===== src/sv/imhdk_pkg.sv =====
// ----------------------------------------------------------------------------
// imhdk_pkg
// Shared codes and controller/datapath command and status types for the
// indexed min-heap with decrease-key.
// ----------------------------------------------------------------------------
`default_nettype none

package imhdk_pkg;

  // Field widths fixed by the item format
  localparam int unsigned NodeBits   = 12;
  localparam int unsigned InKeyBits  = 32;
  localparam int unsigned CountBits  = 11;

  typedef enum logic {
    OP_INSERT  = 1'b0,
    OP_EXTRACT = 1'b1
  } opcode_e;

  typedef enum logic [2:0] {
    ST_INSERTED  = 3'd0,
    ST_DECREASED = 3'd1,
    ST_UNCHANGED = 3'd2,
    ST_EXTRACTED = 3'd3,
    ST_EMPTY     = 3'd4,
    ST_FULL      = 3'd5
  } status_e;

  // Heap read address select
  typedef enum logic [2:0] {
    HR_ROOT   = 3'd0,
    HR_LAST   = 3'd1,
    HR_PARENT = 3'd2,
    HR_LEFT   = 3'd3,
    HR_RIGHT  = 3'd4,
    HR_POS    = 3'd5
  } heap_rd_e;

  // Heap write data select (always written at the current slot)
  typedef enum logic [1:0] {
    HW_NONE   = 2'd0,
    HW_MOVING = 2'd1,
    HW_RDATA  = 2'd2,
    HW_LEFT   = 2'd3
  } heap_wr_e;

  // Current slot update
  typedef enum logic [2:0] {
    IOP_HOLD   = 3'd0,
    IOP_FILL   = 3'd1,
    IOP_POS    = 3'd2,
    IOP_ZERO   = 3'd3,
    IOP_PARENT = 3'd4,
    IOP_LEFT   = 3'd5,
    IOP_RIGHT  = 3'd6
  } idx_op_e;

  typedef struct packed {
    logic     accept;
    heap_rd_e hrd;
    heap_wr_e hwr;
    idx_op_e  iop;
    logic     load_top;
    logic     load_mov_rd;
    logic     load_mov_in;
    logic     load_left;
    logic     fill_inc;
    logic     fill_dec;
    logic     pos_clr_top;
    logic     clear_step;
    logic     res_set;
    status_e  res_code;
    logic     out_load;
  } cmd_t;

  typedef struct packed {
    logic in_valid;
    logic in_extract;
    logic in_oob;
    logic fill_zero;
    logic fill_full;
    logic fill_one;
    logic pos_valid;
    logic pos_slot_ge_fill;
    logic in_lt_rd;
    logic i_zero;
    logic mov_lt_rd;
    logic mov_gt_rd;
    logic mov_gt_left;
    logic left_lt_rd;
    logic l_ge_fill;
    logic r_ge_fill;
    logic clear_done;
    logic out_free;
  } sts_t;

endpackage

`default_nettype wire


===== src/sv/imhdk_ctrl.sv =====
// ----------------------------------------------------------------------------
// imhdk_ctrl
// Sequencer for the heap: position-table clear, insert, decrease-key,
// extract, sift up and sift down.
// ----------------------------------------------------------------------------
`default_nettype none

module imhdk_ctrl (
  input  wire logic           clk_i,
  input  wire logic           rst_ni,
  input  wire imhdk_pkg::sts_t sts_i,
  output imhdk_pkg::cmd_t     cmd_o,
  output logic                in_ready_o
);
  import imhdk_pkg::*;

  typedef enum logic [10:0] {
    S_CLEAR   = 11'b00000000001,
    S_IDLE    = 11'b00000000010,
    S_INS_POS = 11'b00000000100,
    S_DEC_RD  = 11'b00000001000,
    S_UP_CHK  = 11'b00000010000,
    S_UP_CMP  = 11'b00000100000,
    S_EX_ROOT = 11'b00001000000,
    S_EX_LAST = 11'b00010000000,
    S_DN_CHK  = 11'b00100000000,
    S_DN_L    = 11'b01000000000,
    S_DN_R    = 11'b10000000000
  } state_e;

  state_e state_q, state_d;
  logic   done_q, done_d;   // result ready to be loaded into the output register

  // State register
  always_ff @(posedge clk_i or negedge rst_ni) begin
    if (!rst_ni) begin
      state_q <= S_CLEAR;
      done_q  <= 1'b0;
    end else begin
      state_q <= state_d;
      done_q  <= done_d;
    end
  end

  assign in_ready_o = (state_q == S_IDLE) && !done_q;

  // Next state and commands
  always_comb begin
    state_d = state_q;
    done_d  = done_q;
    cmd_o   = '{accept: 1'b0, hrd: HR_ROOT, hwr: HW_NONE, iop: IOP_HOLD,
                load_top: 1'b0, load_mov_rd: 1'b0, load_mov_in: 1'b0,
                load_left: 1'b0, fill_inc: 1'b0, fill_dec: 1'b0,
                pos_clr_top: 1'b0, clear_step: 1'b0, res_set: 1'b0,
                res_code: ST_UNCHANGED, out_load: 1'b0};
    unique case (state_q)
      S_CLEAR: begin
        cmd_o.clear_step = 1'b1;
        if (sts_i.clear_done) begin
          state_d = S_IDLE;
        end
      end
      S_IDLE: begin
        if (done_q) begin
          if (sts_i.out_free) begin
            cmd_o.out_load = 1'b1;
            done_d         = 1'b0;
          end
        end else if (sts_i.in_valid) begin
          cmd_o.accept = 1'b1;
          if (sts_i.in_extract) begin
            if (sts_i.fill_zero) begin
              cmd_o.res_set  = 1'b1;
              cmd_o.res_code = ST_EMPTY;
              done_d         = 1'b1;
            end else begin
              cmd_o.hrd = HR_ROOT;
              state_d   = S_EX_ROOT;
            end
          end else if (sts_i.in_oob) begin
            cmd_o.res_set  = 1'b1;
            cmd_o.res_code = ST_UNCHANGED;
            done_d         = 1'b1;
          end else begin
            state_d = S_INS_POS;
          end
        end
      end
      S_INS_POS: begin
        cmd_o.res_set = 1'b1;
        if (!sts_i.pos_valid) begin
          if (sts_i.fill_full) begin
            cmd_o.res_code = ST_FULL;
            done_d         = 1'b1;
            state_d        = S_IDLE;
          end else begin
            cmd_o.res_code    = ST_INSERTED;
            cmd_o.iop         = IOP_FILL;
            cmd_o.fill_inc    = 1'b1;
            cmd_o.load_mov_in = 1'b1;
            state_d           = S_UP_CHK;
          end
        end else if (sts_i.pos_slot_ge_fill) begin
          cmd_o.res_code = ST_UNCHANGED;
          done_d         = 1'b1;
          state_d        = S_IDLE;
        end else begin
          cmd_o.res_set = 1'b0;
          cmd_o.hrd     = HR_POS;
          cmd_o.iop     = IOP_POS;
          state_d       = S_DEC_RD;
        end
      end
      S_DEC_RD: begin
        cmd_o.res_set = 1'b1;
        if (sts_i.in_lt_rd) begin
          cmd_o.res_code    = ST_DECREASED;
          cmd_o.load_mov_in = 1'b1;
          state_d           = S_UP_CHK;
        end else begin
          cmd_o.res_code = ST_UNCHANGED;
          done_d         = 1'b1;
          state_d        = S_IDLE;
        end
      end
      S_UP_CHK: begin
        if (sts_i.i_zero) begin
          cmd_o.hwr = HW_MOVING;
          done_d    = 1'b1;
          state_d   = S_IDLE;
        end else begin
          cmd_o.hrd = HR_PARENT;
          state_d   = S_UP_CMP;
        end
      end
      S_UP_CMP: begin
        if (sts_i.mov_lt_rd) begin
          cmd_o.hwr = HW_RDATA;
          cmd_o.iop = IOP_PARENT;
          state_d   = S_UP_CHK;
        end else begin
          cmd_o.hwr = HW_MOVING;
          done_d    = 1'b1;
          state_d   = S_IDLE;
        end
      end
      S_EX_ROOT: begin
        cmd_o.load_top = 1'b1;
        cmd_o.hrd      = HR_LAST;
        state_d        = S_EX_LAST;
      end
      S_EX_LAST: begin
        cmd_o.load_mov_rd = 1'b1;
        cmd_o.fill_dec    = 1'b1;
        cmd_o.pos_clr_top = 1'b1;
        cmd_o.res_set     = 1'b1;
        cmd_o.res_code    = ST_EXTRACTED;
        cmd_o.iop         = IOP_ZERO;
        if (sts_i.fill_one) begin
          done_d  = 1'b1;
          state_d = S_IDLE;
        end else begin
          state_d = S_DN_CHK;
        end
      end
      S_DN_CHK: begin
        if (sts_i.l_ge_fill) begin
          cmd_o.hwr = HW_MOVING;
          done_d    = 1'b1;
          state_d   = S_IDLE;
        end else begin
          cmd_o.hrd = HR_LEFT;
          state_d   = S_DN_L;
        end
      end
      S_DN_L: begin
        if (sts_i.r_ge_fill) begin
          if (sts_i.mov_gt_rd) begin
            cmd_o.hwr = HW_RDATA;
            cmd_o.iop = IOP_LEFT;
            state_d   = S_DN_CHK;
          end else begin
            cmd_o.hwr = HW_MOVING;
            done_d    = 1'b1;
            state_d   = S_IDLE;
          end
        end else begin
          cmd_o.load_left = 1'b1;
          cmd_o.hrd       = HR_RIGHT;
          state_d         = S_DN_R;
        end
      end
      S_DN_R: begin
        state_d = S_DN_CHK;
        if (sts_i.mov_gt_left || sts_i.mov_gt_rd) begin
          // ties between the children go right
          if (sts_i.left_lt_rd) begin
            cmd_o.hwr = HW_LEFT;
            cmd_o.iop = IOP_LEFT;
          end else begin
            cmd_o.hwr = HW_RDATA;
            cmd_o.iop = IOP_RIGHT;
          end
        end else begin
          cmd_o.hwr = HW_MOVING;
          done_d    = 1'b1;
          state_d   = S_IDLE;
        end
      end
      default: begin
        state_d = S_IDLE;
      end
    endcase
  end

endmodule

`default_nettype wire


===== config.mk =====
export PLATFORM = sky130hd
export DESIGN_NAME = imhdk_ctrl
export DESIGN_NICKNAME = d
export VERILOG_FILES = /design/src/sv/imhdk_pkg.sv /design/src/sv/imhdk_ctrl.sv
export SDC_FILE = /design/constraint.sdc
export NUM_CORES = 1
export LEC_CHECK = 0
export ABC_AREA = 1
export BUFFER_PORTS_ARGS = -buffer_cell sky130_fd_sc_hd__buf_2
export CAP_MARGIN = 20
export CORE_MARGIN = 8
export CORE_UTILIZATION = 25
export CTS_CLUSTER_SIZE = 12
export DETAILED_ROUTE_END_ITERATION = 6
export HOLD_SLACK_MARGIN = 0.12
export PLACE_DENSITY = 0.44
export SYNTH_ARGS = -nofsm -noshare
export SYNTH_HDL_FRONTEND = slang
export SYNTH_SLANG_ARGS = --single-unit

===== constraint.sdc =====
create_clock -name clk_i -period 2.51 [get_ports clk_i]
set_input_delay 0.502 -clock clk_i [delete_from_list [all_inputs] [get_ports clk_i]]
set_output_delay 0.502 -clock clk_i [all_outputs]
set_load 0.01 [all_outputs]

=== After elaboration in Yosys (flattened, before gate mapping) ===
Cells that the tools add are included.

* Register bits: 12
* Latch bits: 0
* Memory bits (writable): 0
* Bits in read-only memories: 0
* Input port bits: 20
* Word-level logic and storage cells: 119
* Memories kept: 0

* Add/sub/neg operators: 0
* Multiply operators: 0
* Div/mod/pow operators: 0
* Order comparisons: 0
* Equal/unequal tests: 26
* Shift operators: 0
* Mux-type cells: 85
* Bitwise gates (word level): 0
* Reduce and logical (&&, ||, !) cells: 6

{| class="wikitable"
|+ Operator list
! operator !! number
|-
| $pmux W11 S11 || 1
|-
| $mux W11 || 8
|-
| $mux W4 || 9
|-
| $mux W1 || 35
|-
| $mux W3 || 9
|-
| $mux W9 || 3
|-
| $ne A2 B2 Y1 const B || 11
|-
| $mux W5 || 4
|-
| $pmux W3 S6 || 1
|-
| $mux W2 || 8
|-
| $pmux W4 S4 || 1
|-
| $pmux W3 S5 || 1
|-
| $ne A3 B3 Y1 const B || 4
|-
| $eq A11 B1 Y1 const B || 1
|-
| $eq A11 B10 Y1 const B || 1
|-
| $eq A11 B11 Y1 const B || 1
|-
| $eq A11 B2 Y1 const B || 1
|-
| $eq A11 B3 Y1 const B || 1
|-
| $eq A11 B4 Y1 const B || 1
|-
| $eq A11 B5 Y1 const B || 1
|-
| $eq A11 B6 Y1 const B || 1
|-
| $eq A11 B7 Y1 const B || 1
|-
| $eq A11 B8 Y1 const B || 1
|-
| $eq A11 B9 Y1 const B || 1
|-
| 11 further kinds || 11
|}

=== Logic depth before layout (Yosys ltp) ===
* Word-level depth: 5
* Gate-level depth with buffers: 11
* Gate-level depth less buffers: 11

=== Worst setup path before layout ===
No wires, ideal clock.

* Path type: flip-flop to output port
* Start: register state_q[0]
* End: output port cmd_o[4] in the netlist's numbering
* Arrival: 1.362 ns
* Data required time: 2.008 ns
* Setup slack: 0.646 ns
* Stages on the path, launching flop included: 7
* Path through: dfstp_2 -> nor2_1 -> nand2_2 -> nor2_4 -> nand2_4 -> inv_1 -> a2111o_1

{| class="wikitable"
|+ RTL lines
! item !! RTL line !! source
|-
| from (decl) || imhdk_ctrl.sv:31 || <nowiki>state_e state_q, state_d;</nowiki>
|-
| from (signal assigned) || imhdk_ctrl.sv:40 || <nowiki>state_q <= state_d;</nowiki>
|-
| to (decl) || imhdk_ctrl.sv:12 || <nowiki>output imhdk_pkg::cmd_t cmd_o,</nowiki>
|}

==> impl_metrics.ini <==
[setup_path]
cp_slowest_cell = dfstp_2
start_kind = flip-flop
crit_type = flip-flop to output pin
crit_start = state_q[0]$_DFFE_PN1P_
end_kind = output pin
cp.required_ns = 2.01
crit_chain = nor2_1 -> nand2_2 -> nor2_4 -> nand2_4 -> inv_1 -> a2111o_1 -> buf_2
arrival_ns = 1.78
cp_max_fo = 10
max_stage_delay_ns = 0.52
cp.buffers_inverters = 2
r2r-start = state_q[5]$_DFFE_PN0P_
cp_top_family = flip-flops

[run]
maxCapViolCount = 0

[routing]
vias_per_cell = 4.467
wl_met2_mm = 1.792
detail-route-antenna-nets = 0
first_pass_iters = 4
drt_wl_total_mm = 3.682
first_iter_violations = 24
met1_length_mm = 1.724
dr_wl_met3_um = 102
route.detailed.drc = 0
dr_total_vias = 1291
highest_layer = met4
wl_per_cell_um = 12.74

[sta]
setup_viol = 0
rsz0062_at_grt = false
slew_headroom_pct = 72.18
slew_violations = 0
fin_skew_ns = 0.0005352
period_needed_ns = 2.287
worstMarginPinSlew_ns = 0.4158
fin_ws_ns = 0.2232
max_freq_mhz = 437.3
post-route-period-util_pct = 91.11
fin_setup_tns_ns = 0
hold_viol = 0

[finish]
insertedDiodeCount = 0
design_area_um2 = 1515
utilization_pct = 32.73
layout.cells.most_common = buf_2
layout_common_cells = buf_2, inv_1, nand2_1
drive_above_1_share_pct = 30.21
fin_cells = 289
nNetsFinal = 256
area.growth.synth_to_final_pct = 28.83

[logic_synthesis]
ys.flop_type = dfrtp_1
ys_seq_area_share_pct = 25.64
avgSynthCellArea_um2 = 6.256
ys_warn_count = 0
async_flop_share_pct = 100.0
synth_cell_type_count = 28
synthesis.area_um2 = 1176
ys_ff_latch = 12
synth-edff-count = 0
postSynthNetCount = 208
netlist_instances = 188

[placement]
gp_congestion = 0.7989
place_ws_ns = 0.4563
post-dp-hpwl_mm = 3.151
place_area_um2 = 1428
place_inst = 281
io_buffers = 42

[min_path]
holdCritPathClass = input port to asynchronous set/reset pin

[clock_network]
clock_latency_ns = 0.24
cts.path.max_buffers = 2
cts.sinks = 12
clk_pin_slew_ns = 0.05
cts_max_level = 1
tritoncts = done
clock-root-buffer = clkbuf_8
cts_buffers = 3

[global_routing]
antenna_found_initial = 0
grt_pass1_vias = 1338
grt_max_degree = 14
grt.total_usage_pct = 10.74
grt_first_pass_wirelength_mm = 6.203
gr-total-overflow = 0

[floorplanning]
start_util_pct = 25.41
die_x_um = 84.59
rows = 25
chipHeight_um = 84.59
core_area_um2 = 4629
die-area_um2 = 7155
pin_count = 43

[pwr]
ir_worst_vdd_mv = 0.3054
pwr_density_cell_nw_per_um2 = 873.8
p_leak_nw = 1.037

[outcome]
outcome = finished clean
==> synth_stat cells (2+ instances only) <==
cell,instances,area [um^2]
a21oi_1,3,15.01
buf_4,2,15.01
dfrtp_1,11,275.3
inv_1,41,153.9
nand2_1,32,120.1
nand2_2,6,37.54
nand3_1,25,125.1
nand3b_1,2,15.01
nand4_1,5,31.28
nor2_1,22,82.58
nor2_2,5,31.28
nor2_4,4,45.04
nor3_1,10,50.05
o211ai_1,2,15.01
o21ai_0,4,20.02
o21ai_1,2,10.01
==> kinds of logic (layout without fill, tap and decap cells) <==
logic type             count (synthesis)  in the layout  share of synthesized area [%]
AO/OA/AOI/OAI                         14             14                          7.234
buffers and inverters                 45             92                          15.64
flip-flops                            12             12                          25.64
AND/OR/NAND/NOR                      117            117                          51.49
==> flip-flops by register name, indices dropped and copies added, names as in the netlist <==
register  cells
done_q        1
state_q      11
==> per-layer routing <==
metal | global-route usage (%) | vias up
met5 | 0 | -
met4 | 4.854 | 0
met1 | 12.92 | 571
li1 | - | 690
met3 | 0.7805 | 4
met2 | 18.90 | 26
==> report_power, final <==
group          leakage, nW  internal, W  switching, W
sequential           0.157     0.000233     0.0000304
clock               0.0228     0.000112     0.0000712
combinational        0.857     0.000345      0.000532
==> through the flow <==
stage               hold WS [ns]  power [W]
finish                    0.1361   0.001324
global route              0.1537   0.001454
CTS                       0.1460   0.001242
detailed placement        0.4063   0.001052
global placement          0.4064   0.001051
floorplan                 0.2064  0.0008642
==> cell type report <==
type                       instances  area, um^2
fill                             553        3114
multi-input combinational        131       690.7
sequential                        12       301.5
timing repair buffer              46       252.7
inverter                          42       157.7
tap                               54       67.56
clock buffer                       4       45.04
==> worst paths after layout <==
kind	end	cells past startpoint	slack, ns
max reg2reg	state_q[1]$_DFFE_PN0P_	12	0.81
max in group asynchronous	state_q[0]$_DFFE_PN1P_	1	2.10
min reg2reg	done_q$_DFFE_PN0P_	4	0.65
max	cmd_o[4]	7	0.22
min in group clk_i	state_q[2]$_DFFE_PN0P_	2	0.46
min	state_q[10]$_DFFE_PN0P_	1	0.14
==> repair_timing <==
| item | in CTS | in global routing |
|---|---|---|
| hold buffers | 0 | 0 |
| setup buffers | 0 | 4 |
| endpoints found under the setup margin | 0 | 1 |
| resized for setup | 0 | 0 |
No activity file was read; power rests on OpenSTA's default activity.
